==> config.mk <==
export PLATFORM = sky130hd
export DESIGN_NAME = color_sensor_calibrate_classify_core
export DESIGN_NICKNAME = d
export VERILOG_FILES = /design/src/rtl/cscc_pkg.sv /design/src/rtl/cscc_ctrl.sv /design/src/rtl/cscc_datapath.sv /design/src/rtl/color_sensor_calibrate_classify_core.sv
export VERILOG_INCLUDE_DIRS = /design/src /design/src/rtl
export SDC_FILE = /design/constraint.sdc
export NUM_CORES = 2
export LEC_CHECK = 0
export BUFFER_PORTS_ARGS = -buffer_cell sky130_fd_sc_hd__buf_2
export CORE_MARGIN = 5
export CORE_UTILIZATION = 35
export DETAILED_ROUTE_END_ITERATION = 8
export SLEW_MARGIN = 30
export SYNTH_ARGS = -nofsm -noshare
export SYNTH_HDL_FRONTEND = slang
export SYNTH_HIERARCHICAL = 1
export SYNTH_SLANG_ARGS = --single-unit
==> constraint.sdc <==
create_clock -name clock -period 21.9 [get_ports clock]
set_clock_uncertainty 0.1 [all_clocks]
set_input_delay 1.095 -clock clock [delete_from_list [all_inputs] [get_ports clock]]
set_output_delay 1.095 -clock clock [all_outputs]
set_load 0.02 [all_outputs]
==> src/rtl/color_sensor_calibrate_classify_core_defines.svh <==
// ----------------------------------------------------------------------------
// Color sensor core assertion macros
// Shared concurrent assertion forms used by the core's modules.
// ----------------------------------------------------------------------------
`ifndef COLOR_SENSOR_CALIBRATE_CLASSIFY_CORE_DEFINES_SVH
`define COLOR_SENSOR_CALIBRATE_CLASSIFY_CORE_DEFINES_SVH

// Check a property on every clock edge outside reset
`define CSCC_ASSERT(label, prop, msg) \
   label: assert property (@(posedge clock) disable iff (reset) prop) else $error(msg);

// Check a property on every clock edge, reset included
`define CSCC_ASSERT_ALWAYS(label, prop, msg) \
   label: assert property (@(posedge clock) prop) else $error(msg);

`endif

==> src/rtl/cscc_pkg.sv <==
// ----------------------------------------------------------------------------
// Color sensor core package
// Types, constants and helper functions shared by the core's modules.
// ----------------------------------------------------------------------------
package cscc_pkg;

   localparam int RAW_WIDTH  = 11;
   // a * 100 fits in RAW_WIDTH + 7 bits
   localparam int QUO_WIDTH  = RAW_WIDTH + 7;
   localparam int PROD_WIDTH = QUO_WIDTH + 32;
   localparam int CNT_WIDTH  = $clog2(QUO_WIDTH + 1);

   localparam logic [5:0]  CAL_BYTES  = 6'd54;
   localparam logic [5:0]  DATA_BYTES = 6'd52;
   localparam logic [5:0]  GAIN_BYTES = 6'd48;
   localparam logic [15:0] CRC_START  = 16'h5AA5;
   localparam logic [15:0] CRC_POLY   = 16'hA001;

   localparam logic [10:0] MIN_BLANK_RESET     = 11'd214;
   localparam logic [15:0] BLANK_DIVISOR_RESET = 16'd79;

   // Request commands
   localparam logic [1:0] CMD_BYTE    = 2'd0;
   localparam logic [1:0] CMD_SAMPLE  = 2'd1;
   localparam logic [1:0] CMD_RESTART = 2'd2;
   localparam logic [1:0] CMD_UNUSED  = 2'd3;

   // Register addresses (word index)
   localparam logic REG_MIN_BLANK     = 1'b0;
   localparam logic REG_BLANK_DIVISOR = 1'b1;

   // Color codes
   localparam logic [2:0] CODE_BLACK  = 3'd0;
   localparam logic [2:0] CODE_BLUE   = 3'd1;
   localparam logic [2:0] CODE_GREEN  = 3'd2;
   localparam logic [2:0] CODE_YELLOW = 3'd3;
   localparam logic [2:0] CODE_RED    = 3'd4;
   localparam logic [2:0] CODE_WHITE  = 3'd5;

   localparam logic [1:0] CHAN_AMBIENT = 2'd3;

   typedef struct packed {
      logic [1:0]           command;
      logic [7:0]           cal_byte;
      logic [RAW_WIDTH-1:0] raw_blank;
      logic [RAW_WIDTH-1:0] raw_red;
      logic [RAW_WIDTH-1:0] raw_green;
      logic [RAW_WIDTH-1:0] raw_blue;
   } req_payload_type;

   typedef struct packed {
      logic [2:0]  color_code;
      logic [15:0] cal_red;
      logic [15:0] cal_green;
      logic [15:0] cal_blue;
      logic [15:0] cal_ambient;
      logic [15:0] crc_running;
      logic [15:0] crc_received;
      logic        stream_done;
      logic        crc_match;
   } rsp_payload_type;

   typedef enum logic [2:0] {
      ST_IDLE,
      ST_COLOR,
      ST_DIVIDE,
      ST_AMBIENT,
      ST_CLASSIFY,
      ST_RESPOND
   } state_type;

   typedef struct packed {
      logic       load;
      logic       mul_color;
      logic       div_step;
      logic       mul_ambient;
      logic       classify;
      logic       respond;
      logic [1:0] chan;
   } ctl_type;

   // Reflected CRC-16 over one byte, LSB first
   function automatic logic [15:0] crc_byte(input logic [15:0] crc_i, input logic [7:0] v_i);
      logic [15:0] c;
      logic [7:0]  v;
      c = crc_i;
      v = v_i;
      for (int i = 0; i < 8; i++) begin
         if ((v[0] ^ c[0]) == 1'b1) begin
            c = (c >> 1) ^ CRC_POLY;
         end else begin
            c = c >> 1;
         end
         v = v >> 1;
      end
      return c;
   endfunction

   // Firmware decision tree on calibrated values
   function automatic logic [2:0] classify(input logic [15:0] r_i, input logic [15:0] g_i,
                                           input logic [15:0] b_i, input logic [15:0] a_i);
      logic [21:0] r;
      logic [21:0] g;
      logic [21:0] b;
      logic [21:0] a;
      logic [2:0]  code;
      r = 22'(r_i);
      g = 22'(g_i);
      b = 22'(b_i);
      a = 22'(a_i);
      if (r > b && r > g) begin
         if (r < 22'd65 || (a < 22'd40 && r < 22'd110)) code = CODE_BLACK;
         else if ((b >> 2) + (b >> 3) + b < g && (g << 1) > r) code = CODE_YELLOW;
         else if ((g << 1) - (g >> 2) < r) code = CODE_RED;
         else if (b < 22'd70 || g < 22'd70 || (a < 22'd140 && r < 22'd140)) code = CODE_BLACK;
         else code = CODE_WHITE;
      end else if (g > b) begin
         if (g < 22'd40 || (a < 22'd30 && g < 22'd70)) code = CODE_BLACK;
         else if ((b << 1) < r) code = CODE_YELLOW;
         else if (r + (r >> 2) < g || b + (b >> 2) < g) code = CODE_GREEN;
         else if (r < 22'd70 || b < 22'd70 || (a < 22'd140 && g < 22'd140)) code = CODE_BLACK;
         else code = CODE_WHITE;
      end else begin
         // x * 48 = (x << 5) + (x << 4); x * 58 = (x << 5) + (x << 4) + (x << 3) + (x << 1)
         if (b < 22'd48 || (a < 22'd25 && b < 22'd85)) code = CODE_BLACK;
         else if (((((r << 5) + (r << 4)) >> 5) < b && (((g << 5) + (g << 4)) >> 5) < b)
                  || ((((r << 5) + (r << 4) + (r << 3) + (r << 1)) >> 5) < b)
                  || ((((g << 5) + (g << 4) + (g << 3) + (g << 1)) >> 5) < b))
            code = CODE_BLUE;
         else if (r < 22'd60 || g < 22'd60 || (a < 22'd110 && b < 22'd120)) code = CODE_BLACK;
         else if (r + (r >> 3) < b || g + (g >> 3) < b) code = CODE_BLUE;
         else code = CODE_WHITE;
      end
      return code;
   endfunction

   // Saturate a shifted product to 16 bits
   function automatic logic [15:0] sat16(input logic [PROD_WIDTH-17:0] v);
      logic [15:0] s;
      if (v > (PROD_WIDTH-16)'(16'hFFFF)) s = 16'hFFFF;
      else s = v[15:0];
      return s;
   endfunction

endpackage

==> src/rtl/cscc_ctrl.sv <==
// ----------------------------------------------------------------------------
// Color sensor core controller
// Sequences color products, ambient division, classification and response.
// ----------------------------------------------------------------------------
`include "color_sensor_calibrate_classify_core_defines.svh"

module cscc_ctrl (
   input  logic              clock,
   input  logic              reset,
   input  logic              start,
   input  logic [1:0]        command,
   output logic              busy,
   output cscc_pkg::ctl_type ctl
);
   import cscc_pkg::*;

   state_type              state_ff, state_in;
   logic [CNT_WIDTH-1:0]   count_ff, count_in;

   // Next state and step counter
   always_comb begin
      state_in = state_ff;
      count_in = count_ff;
      case (state_ff)
         ST_IDLE: begin
            count_in = '0;
            if (start) begin
               if (command == CMD_SAMPLE) state_in = ST_COLOR;
               else state_in = ST_RESPOND;
            end
         end
         ST_COLOR: begin
            if (count_ff == CNT_WIDTH'(2)) begin
               count_in = '0;
               state_in = ST_DIVIDE;
            end else begin
               count_in = count_ff + 1'b1;
            end
         end
         ST_DIVIDE: begin
            if (count_ff == CNT_WIDTH'(QUO_WIDTH - 1)) begin
               count_in = '0;
               state_in = ST_AMBIENT;
            end else begin
               count_in = count_ff + 1'b1;
            end
         end
         ST_AMBIENT:  state_in = ST_CLASSIFY;
         ST_CLASSIFY: state_in = ST_RESPOND;
         ST_RESPOND:  state_in = ST_IDLE;
         default:     state_in = ST_IDLE;
      endcase
   end

   // Datapath commands
   always_comb begin
      ctl = '0;
      ctl.chan = count_ff[1:0];
      case (state_ff)
         ST_IDLE:     ctl.load = start;
         ST_COLOR:    ctl.mul_color = 1'b1;
         ST_DIVIDE:   ctl.div_step = 1'b1;
         ST_AMBIENT:  ctl.mul_ambient = 1'b1;
         ST_CLASSIFY: ctl.classify = 1'b1;
         ST_RESPOND:  ctl.respond = 1'b1;
         default:     ctl = '0;
      endcase
   end

   assign busy = (state_ff != ST_IDLE);

   always_ff @(posedge clock) begin
      if (reset) begin
         state_ff <= ST_IDLE;
         count_ff <= '0;
      end else begin
         state_ff <= state_in;
         count_ff <= count_in;
      end
   end

   `CSCC_ASSERT(a_respond_once, ctl.respond |=> !ctl.respond && state_ff == ST_IDLE, "response not single")
   `CSCC_ASSERT(a_load_busy, ctl.load |=> busy, "accepted request did not raise busy")
   `CSCC_ASSERT_ALWAYS(a_reset_idle, reset |=> state_ff == ST_IDLE && count_ff == '0, "reset not idle")

endmodule

==> src/rtl/cscc_datapath.sv <==
// ----------------------------------------------------------------------------
// Color sensor core datapath
// Calibration stream capture, CRC, gain products, divider and classifier.
// ----------------------------------------------------------------------------
module cscc_datapath (
   input  logic                      clock,
   input  logic                      reset,
   input  cscc_pkg::ctl_type         ctl,
   input  cscc_pkg::req_payload_type req,
   input  logic                      cfg_write,
   input  logic                      cfg_addr,
   input  logic [31:0]               cfg_wdata,
   output logic [31:0]               cfg_rdata,
   output cscc_pkg::rsp_payload_type rsp
);
   import cscc_pkg::*;

   logic [31:0]           gain_ff [12];
   logic [15:0]           limit_ff [2];
   logic [15:0]           crc_ff, crc_in;
   logic [5:0]            count_ff, count_in;
   logic [31:0]           word_ff, word_in;
   logic [15:0]           rxcrc_ff, rxcrc_in;
   logic                  gain_we;
   logic                  limit_we;
   logic [31:0]           word_new;
   logic [10:0]           min_blank_ff;
   logic [15:0]           blank_div_ff;

   logic [RAW_WIDTH-1:0]  blank_ff;
   logic [RAW_WIDTH-1:0]  raw_ff [3];
   logic [1:0]            row_ff, row_in;
   logic [15:0]           cv_ff [4];
   logic [2:0]            code_ff;

   logic [QUO_WIDTH-1:0]  quo_ff;
   logic [15:0]           rem_ff;
   logic [15:0]           divisor_ff;
   logic [16:0]           rem_shift;
   logic                  rem_ge;
   logic [QUO_WIDTH-1:0]  amb_base;
   logic [QUO_WIDTH-1:0]  blank_ext;
   logic [QUO_WIDTH-1:0]  min_ext;

   logic [RAW_WIDTH-1:0]  diff;
   logic [QUO_WIDTH-1:0]  mul_a;
   logic [31:0]           mul_b;
   logic [PROD_WIDTH-1:0] product;

   // Calibration byte capture
   always_comb begin
      crc_in   = crc_ff;
      count_in = count_ff;
      word_in  = word_ff;
      rxcrc_in = rxcrc_ff;
      gain_we  = 1'b0;
      limit_we = 1'b0;
      word_new = word_ff;
      if (count_ff < CAL_BYTES) begin
         count_in = count_ff + 1'b1;
         if (count_ff < DATA_BYTES) begin
            crc_in = crc_byte(crc_ff, req.cal_byte);
            if (count_ff < GAIN_BYTES) begin
               word_new = word_ff | ({24'b0, req.cal_byte} << {count_ff[1:0], 3'b000});
               gain_we  = (count_ff[1:0] == 2'd3);
            end else begin
               word_new = word_ff | ({24'b0, req.cal_byte} << {count_ff[0], 3'b000});
               limit_we = count_ff[0];
            end
            word_in = (gain_we || limit_we) ? 32'b0 : word_new;
         end else begin
            rxcrc_in = {rxcrc_ff[7:0], req.cal_byte};
         end
      end
   end

   // Stream state
   always_ff @(posedge clock) begin
      if (reset) begin
         crc_ff   <= CRC_START;
         count_ff <= '0;
         word_ff  <= '0;
         rxcrc_ff <= '0;
      end else if (ctl.load && req.command == CMD_BYTE) begin
         crc_ff   <= crc_in;
         count_ff <= count_in;
         word_ff  <= word_in;
         rxcrc_ff <= rxcrc_in;
      end else if (ctl.load && req.command == CMD_RESTART) begin
         crc_ff   <= CRC_START;
         count_ff <= '0;
         word_ff  <= '0;
         rxcrc_ff <= '0;
      end
   end

   // Gain and limit tables
   always_ff @(posedge clock) begin
      if (ctl.load && req.command == CMD_BYTE && gain_we) begin
         gain_ff[count_ff[5:2]] <= word_new;
      end
      if (ctl.load && req.command == CMD_BYTE && limit_we) begin
         limit_ff[count_ff[1]] <= word_new[15:0];
      end
   end

   // Configuration registers
   always_ff @(posedge clock) begin
      if (reset) begin
         min_blank_ff <= MIN_BLANK_RESET;
         blank_div_ff <= BLANK_DIVISOR_RESET;
      end else if (cfg_write) begin
         if (cfg_addr == REG_MIN_BLANK) min_blank_ff <= cfg_wdata[10:0];
         else blank_div_ff <= cfg_wdata[15:0];
      end
   end

   assign cfg_rdata = (cfg_addr == REG_BLANK_DIVISOR) ? {16'b0, blank_div_ff}
                                                      : {21'b0, min_blank_ff};

   // Gain row from blank level against the limits
   always_comb begin
      if (16'(req.raw_blank) < limit_ff[1]) row_in = 2'd2;
      else if (16'(req.raw_blank) < limit_ff[0]) row_in = 2'd1;
      else row_in = 2'd0;
   end

   // Ambient dividend: max(blank - min_blank, 0) * 100
   assign blank_ext = QUO_WIDTH'(req.raw_blank);
   assign min_ext   = QUO_WIDTH'(min_blank_ff);
   always_comb begin
      logic [QUO_WIDTH-1:0] a;
      a = (blank_ext > min_ext) ? blank_ext - min_ext : '0;
      amb_base = (a << 6) + (a << 5) + (a << 2);
   end

   // Restoring divider, one quotient bit per step
   assign rem_shift = {rem_ff, quo_ff[QUO_WIDTH-1]};
   assign rem_ge    = (rem_shift >= {1'b0, divisor_ff});

   // Shared multiplier operands
   always_comb begin
      diff  = (raw_ff[ctl.chan] > blank_ff) ? raw_ff[ctl.chan] - blank_ff : '0;
      mul_a = ctl.mul_ambient ? quo_ff : QUO_WIDTH'(diff);
      mul_b = gain_ff[ctl.mul_ambient ? {row_ff, CHAN_AMBIENT} : {row_ff, ctl.chan}];
   end
   assign product = PROD_WIDTH'(mul_a) * PROD_WIDTH'(mul_b);

   // Sample pipeline registers
   always_ff @(posedge clock) begin
      if (ctl.load) begin
         blank_ff   <= req.raw_blank;
         raw_ff[0]  <= req.raw_red;
         raw_ff[1]  <= req.raw_green;
         raw_ff[2]  <= req.raw_blue;
         row_ff     <= row_in;
         quo_ff     <= amb_base;
         rem_ff     <= '0;
         divisor_ff <= (blank_div_ff == 16'd0) ? 16'd1 : blank_div_ff;
         if (req.command != CMD_SAMPLE) begin
            cv_ff[0] <= '0;
            cv_ff[1] <= '0;
            cv_ff[2] <= '0;
            cv_ff[3] <= '0;
            code_ff  <= CODE_BLACK;
         end
      end
      if (ctl.mul_color) begin
         cv_ff[ctl.chan] <= sat16(product[PROD_WIDTH-1:16]);
      end
      if (ctl.div_step) begin
         rem_ff <= rem_ge ? 16'(rem_shift - {1'b0, divisor_ff}) : rem_shift[15:0];
         quo_ff <= {quo_ff[QUO_WIDTH-2:0], rem_ge};
      end
      if (ctl.mul_ambient) begin
         cv_ff[CHAN_AMBIENT] <= sat16(product[PROD_WIDTH-1:16]);
      end
      if (ctl.classify) begin
         code_ff <= classify(cv_ff[0], cv_ff[1], cv_ff[2], cv_ff[3]);
      end
   end

   // Response fields
   always_comb begin
      rsp.color_code   = code_ff;
      rsp.cal_red      = cv_ff[0];
      rsp.cal_green    = cv_ff[1];
      rsp.cal_blue     = cv_ff[2];
      rsp.cal_ambient  = cv_ff[3];
      rsp.crc_running  = crc_ff;
      rsp.crc_received = rxcrc_ff;
      rsp.stream_done  = (count_ff >= CAL_BYTES);
      rsp.crc_match    = (count_ff >= CAL_BYTES) && (rxcrc_ff == crc_ff);
   end

endmodule

==> src/rtl/color_sensor_calibrate_classify_core.sv <==
// ----------------------------------------------------------------------------
// Color sensor calibration and classification core
// Takes the sensor's calibration byte stream, checks its CRC, then scales raw
// samples with the selected gain row and classifies them into a color code.
//
// Request channel: a request is taken when start is high and busy is low.
// Command 0 feeds one calibration byte, 1 a color sample, 2 restarts the
// stream. Every request gives exactly one response, shown for one cycle
// with rsp_valid high; the receiver cannot stall it.
// Byte and restart requests answer in the cycle after acceptance.
// A sample runs the color products on the shared 32-bit gain multiplier,
// the restoring divider for the ambient value at one quotient bit per
// cycle, then the ambient product and classification. One request is in
// flight at a time; the next one is taken the cycle after the response.
// Configuration: APB-style writes to min_blank (0x0) and blank_divisor
// (0x4), done while busy is low.
// Reset: synchronous; restores the CRC seed and the register defaults and
// clears the stream count. Gain and limit tables hold until written.
// ----------------------------------------------------------------------------
module color_sensor_calibrate_classify_core (
   input  logic                      clock,
   input  logic                      reset,
   input  logic                      start,
   output logic                      busy,
   input  cscc_pkg::req_payload_type req_payload,
   output logic                      rsp_valid,
   output cscc_pkg::rsp_payload_type rsp_payload,
   input  logic                      psel,
   input  logic                      penable,
   input  logic                      pwrite,
   input  logic [2:0]                paddr,
   input  logic [31:0]               pwdata,
   output logic [31:0]               prdata,
   output logic                      pready
);
   import cscc_pkg::*;

   ctl_type ctl;
   logic    cfg_write;

   // APB write at access phase, no wait states
   assign pready    = 1'b1;
   assign cfg_write = psel && penable && pwrite && pready;
   assign rsp_valid = ctl.respond;

   cscc_ctrl u_ctrl (
      .clock   (clock),
      .reset   (reset),
      .start   (start),
      .command (req_payload.command),
      .busy    (busy),
      .ctl     (ctl)
   );

   cscc_datapath u_datapath (
      .clock     (clock),
      .reset     (reset),
      .ctl       (ctl),
      .req       (req_payload),
      .cfg_write (cfg_write),
      .cfg_addr  (paddr[2]),
      .cfg_wdata (pwdata),
      .cfg_rdata (prdata),
      .rsp       (rsp_payload)
   );

endmodule

# Yosys cells after proc, flatten, opt, wreduce, memory -nomap -nowiden
# Memory sizes are Yosys's and may differ from the RTL's.
# Cells that the tools add are included.
# totals
mem_count	4
out_inout_bits	136
ram_bits	513
elab_cells	284
input_bits	95
ff_bits	171
# mem_list
memory	words	width	rd	rd_ports_with_merged_regs	write_ports	line	text
u_datapath.gain_ff	12	32	1	0	1	cscc_datapath.sv:18	logic [31:0] gain_ff [12];
u_datapath.cv_ff	4	16	4	0	4	cscc_datapath.sv:33	logic [15:0] cv_ff [4];
u_datapath.raw_ff	3	11	1	0	3	cscc_datapath.sv:31	logic [RAW_WIDTH-1:0] raw_ff [3];
u_datapath.limit_ff	2	16	2	0	1	cscc_datapath.sv:19	logic [15:0] limit_ff [2];
# classes
n_lt_le_gt_ge	43
reduce_logical	48
addsub	20
multipliers	1
bitwise_logic	20
mux	114
n_shift	2
n_eq_ne	18
# ops
cell	count
$mux 16	40
$mux 32	8
$lt 22x16->1	6
$lt 16x7->1 const B	8
$lt 17x16->1	5
$lt 16x6->1 const B	5
$or 32x32->32	2
$mux 3	21
$mux 18	3
$mul 18x32->50	1
$gt 16x16->1	3
$lt 16x8->1 const B	3
$add 21x20->22	2
$add 22x17->22	2
$add 22x19->22	2
$add 18x18->18	2
$add 16x13->17	2
$add 16x14->17	2
$gt 34x16->1 const B	1
$lt 11x16->1	2
$lt 16x5->1 const B	2
$shl 8x4->32	1
$shl 8x5->32	1
$mux 1	31
44 further kinds	111

# Depth between registers and ports, before layout
# logic_depth
ltp_word	33
mapped_depth	50
ltp_nobuf	40

# Cells and area by module
# The synthesis kept the hierarchy.
# modules_own_cells
mod	seq_area_each_um2	cells_each	area_each_um2	n_inst
cscc_datapath	19328.5	6223	61793.0	1
cscc_ctrl	160.2	69	549.3	1
color_sensor_calibrate_classify_core	0.0	3	17.5	1

# Worst setup path after synthesis
# Ideal clock, no wire load.
# synth_timing
path_type	flip-flop to flip-flop
startpoint	register u_ctrl.state_ff[2]
endpoint	memory u_datapath.cv_ff[3][0] (data pin)
setup_time_ps	280
path_stages_with_launch	44
arrival_ps	11545
path_slack_ps	9975
path_buffers	10
synth_period_minus_slack_ps	11925
path_cell_list	dfxtp_1 > clkbuf_1 > a21oi_1 > clkbuf_1 > buf_2 > buf_2 > buf_2 > buf_1 > buf_1 > mux2i_1 > o21ai_0 > ha_1 > nor2b_1 > o21ai_1 > a21boi_0 > o21ai_0 > a21boi_1 > o21ai_1 > [... 8 more ...] > fa_1 > fa_1 > inv_1 > fa_1 > fa_1 > fa_1 > ha_1 > a21o_1 > a21o_1 > a21oi_1 > a21oi_2 > nor3b_4 > a21boi_4 > a31oi_4 > mux2_4 > a2111oi_4 > buf_6 > a21oi_1
# synth_lines
element	line	text
from (decl)	cscc_ctrl.sv:17	state_type state_ff, state_in;
from (signal assigned)	cscc_ctrl.sv:77	state_ff <= state_in;
to (decl)	cscc_datapath.sv:33	

==> impl_metrics.env <==
export IMPL_holdWs_ns=0.358
export IMPL_drive_above_1_share_pct=8.92
export IMPL_fmax_mhz=81.5
export IMPL_path_common_cell="fa_1"
export IMPL_gr_total_overflow=0
export IMPL_place_inst=8716
export IMPL_coreArea_um2=178000
export IMPL_wl_per_cell_um=20.1
export IMPL_reg2reg_slack_ns=9.62
export IMPL_synthFlopType="edfxtp_1"
export IMPL_nets=7674
export IMPL_clk_pin_slew_ns=0.06
export IMPL_multi_input_area_um2=38400
export IMPL_antenna_found_initial=6
export IMPL_endpoint_kind="flip-flop"
export IMPL_grt_max_degree=101
export IMPL_setup_tns_ns=0
export IMPL_clock_path_buffers=3
export IMPL_hold_buffers=0
export IMPL_worstHoldPathCells=2
export IMPL_avgSynthCellArea_um2=9.91
export IMPL_pin_count=231
export IMPL_die_h_um=432
export IMPL_rsz0062_at_grt="false"
export IMPL_r2r_cells=36
export IMPL_drcViolationCount=0
export IMPL_finalHoldViolCount=0
export IMPL_r2r_start="u_ctrl/state_ff[2]"
export IMPL_finalNonFillerCells=8863
export IMPL_tightest_slew_ns=0.997
export IMPL_gp_congestion=0.908
export IMPL_grt_pass1_wl_mm=276
export IMPL_rows=155
export IMPL_num_vias=46500
export IMPL_ys_types=101
export IMPL_yosysWarningCount=6
export IMPL_synth_top_area_share_pct=27.9
export IMPL_max_cap_violations=0
export IMPL_ys_seq_area_share_pct=31.3
export IMPL_worstSetupPathType="flip-flop to flip-flop"
export IMPL_crit_arrival_ns=12.53
export IMPL_fin_util_pct=38.8
export IMPL_cpPeakStageDelay_ns=0.80
export IMPL_maxSlewViolCount=0
export IMPL_grt_usage_pct=18.8
export IMPL_post_drt_via_cell_ratio=5.24
export IMPL_grt_pass1_vias=47800
export IMPL_synth_edf_count=579
export IMPL_p_comb_share_pct=56.5
export IMPL_cp_start_kind="flip-flop"
export IMPL_drtIter0Drc=3160
export IMPL_syn_instance_count=6295
export IMPL_switching_share_pct=44.3
export IMPL_synth_area_um2=62400
export IMPL_worstSkewPairLatency_ns=0.65
export IMPL_min_from="u_datapath/min_blank_ff[8]"
export IMPL_seq_area_um2=19500
export IMPL_h_tree_depth=3
export IMPL_synthTopCellsByArea="edfxtp_1, fa_1, ha_1, inv_1, nor2_1"
export IMPL_async_flop_share_pct=0
export IMPL_crit_slowest_cell="nor4_2"
export IMPL_hold_class="flip-flop to flip-flop"
export IMPL_yosysTopAreaCell="edfxtp_1"
export IMPL_drtPass1Iterations=6
export IMPL_power_density_nw_per_um2=94.5
export IMPL_dp_hpwl_mm=130
export IMPL_post_cts_setup_buffer_count=0
export IMPL_cts_tree="yes"
export IMPL_die_w_um=432
export IMPL_critPathMaxFanout=32
export IMPL_seq_power_share_pct=23.0
export IMPL_port_buffers=195
export IMPL_p_leak_nw=30.4
export IMPL_ctsRootBufferMaster="clkbuf_16"
export IMPL_synthToLayoutAreaGrowth_pct=10.7
export IMPL_clock_sinks=684
export IMPL_detail_route_antenna_nets=0
export IMPL_clock_power_share_pct=20.5
export IMPL_worstPathRequired_ns=22.16
export IMPL_fillCellCount=17500
export IMPL_status="finished clean"
export IMPL_min_to="u_datapath/min_blank_ff[8]"
export IMPL_peakVddDrop_v=0.000235
export IMPL_intPower_mw=3.64
export IMPL_min_period_over_period_pct=56.1
export IMPL_finalWirelength_mm=178
export IMPL_setup_viol=0
export IMPL_p_sw_mw=2.89
export IMPL_period_minus_slack_ns=12.28
export IMPL_slew_headroom_pct=33.5
export IMPL_ys_seq_elements=684
export IMPL_reg2reg_to="u_datapath/cv_ff[3][10]"
export IMPL_die_area_um2=187000
export IMPL_cts_resized=0
export IMPL_numCtsBuffers=77
export IMPL_start_util_pct=35.1
==> synthesized netlist by cell type, drive strengths merged, types with 47 or more instances <==
cell	instances
ha	597
a211oi	47
xnor2	147
buf	81
mux2i	189
fa	541
inv	971
nand3	75
nor2	637
dfxtp	105
nor2b	93
o21ai	215
nand2b	165
o21a	59
a21o	127
xor2	61
clkbuf	181
nand2	374
a21oi	388
edfxtp	579
nor3	77
==> through the flow <==
| step | worst slack [ns] | instance area [um^2] | power [mW] |
|---|---|---|---|
| 3_5_place_dp | 9.59 | 66300 | 5.13 |
| 4_1_cts | 9.57 | 69000 | 6.51 |
| 3_3_place_gp | 9.53 | 66300 | 5.07 |
| 6_report | 9.62 | 69000 | 6.52 |
| 2_1_floorplan | 9.97 | 62400 | 4.30 |
| 5_1_grt | 8.89 | 69000 | 7.06 |
==> worst max-delay path, delay by kind of cell (launching register included) <==
family	cells	cell delay, ns
adders and majority gates	8	3.88
DFF	1	0.52
buffers and inverters	5	0.64
AOI/OAI and AO/OA	17	4.32
and+or+nand+nor	5	2.31
muxes	1	0.15
==> sequential cells by signal, indices dropped and copies added, names as in the netlist <==
name                     cells
u_datapath/gain_ff         384
u_datapath/min_blank_ff     11
u_datapath/cv_ff            64
u_datapath/count_ff          6
u_datapath/raw_ff           33
u_ctrl/count_ff              5
u_datapath/row_ff            2
u_datapath/blank_ff         11
u_datapath/quo_ff           18
u_datapath/divisor_ff       16
u_datapath/limit_ff         32
u_ctrl/state_ff              3
u_datapath/code_ff           3
u_datapath/blank_div_ff     16
u_datapath/rem_ff           16
u_datapath/crc_ff           16
u_datapath/word_ff          32
u_datapath/rxcrc_ff         16
==> worst max path at each step <==
stage,from,endpoint,slack (ns)
floorplan,u_ctrl/state_ff[2],u_datapath/cv_ff[3][0],9.97
global placement,u_ctrl/state_ff[2],u_datapath/cv_ff[3][10],9.53
detailed placement,u_ctrl/state_ff[2],u_datapath/cv_ff[3][10],9.59
CTS,u_ctrl/state_ff[2],u_datapath/cv_ff[3][10],9.57
global route,u_ctrl/state_ff[2],u_datapath/cv_ff[3][9],8.89
finish,u_ctrl/state_ff[2],u_datapath/cv_ff[3][10],9.62
==> routing by layer <==
layer,track usage (%),vias up,share of wire [%]
li1,-,21500,-
met1,23.8,23100,42
met3,2.37,309,5.8
met5,0,-,0
met2,33.1,1474,49
met4,6.57,0,3.4
==> placed cells by master, fill, tap and decap left out, types with 165 or more instances in the layout <==
cell and count:
inv_1 971, nor2_1 623, ha_1 597, edfxtp_1 579
fa_1 541, a21oi_1 383, nand2_1 373, buf_2 195
o21ai_0 190, mux2i_1 189, nand2b_1 165
==> cell type report <==
type / count / share of cell area, %
timing repair buffer: 314 / 2.73
multi-input combinational: 4392 / 55.6
sequential: 684 / 28.2
clock buffer: 100 / 3.02
tap: 2355 / 4.27
antenna: 6 / 0.0218
inverter: 972 / 5.29
clock inverter: 40 / 0.808
==> logic make-up after synthesis <==
kind of cell / after synthesis / share of synthesized area, %
AOI/OAI and AO/OA: 1126 / 11.6
xor gates and xnor gates: 208 / 2.92
adders and majority gates: 1138 / 29.3
buffers and inverters: 1234 / 7.71
DFF: 684 / 31.3
muxes: 237 / 4.48
other: 2 / 0.0120
and+or+nand+nor: 1666 / 12.7
==> power groups by stage <==
stage | registers [mW] | clock network (mW) | logic (mW)
after floorplan | 1.53 | 0 | 2.77
after global placement | 1.52 | 0 | 3.54
after detailed placement | 1.52 | 0 | 3.61
after CTS | 1.50 | 1.37 | 3.64
after global routing | 1.50 | 1.43 | 4.13
final | 1.50 | 1.34 | 3.69
(Power assumes the default switching activity.)
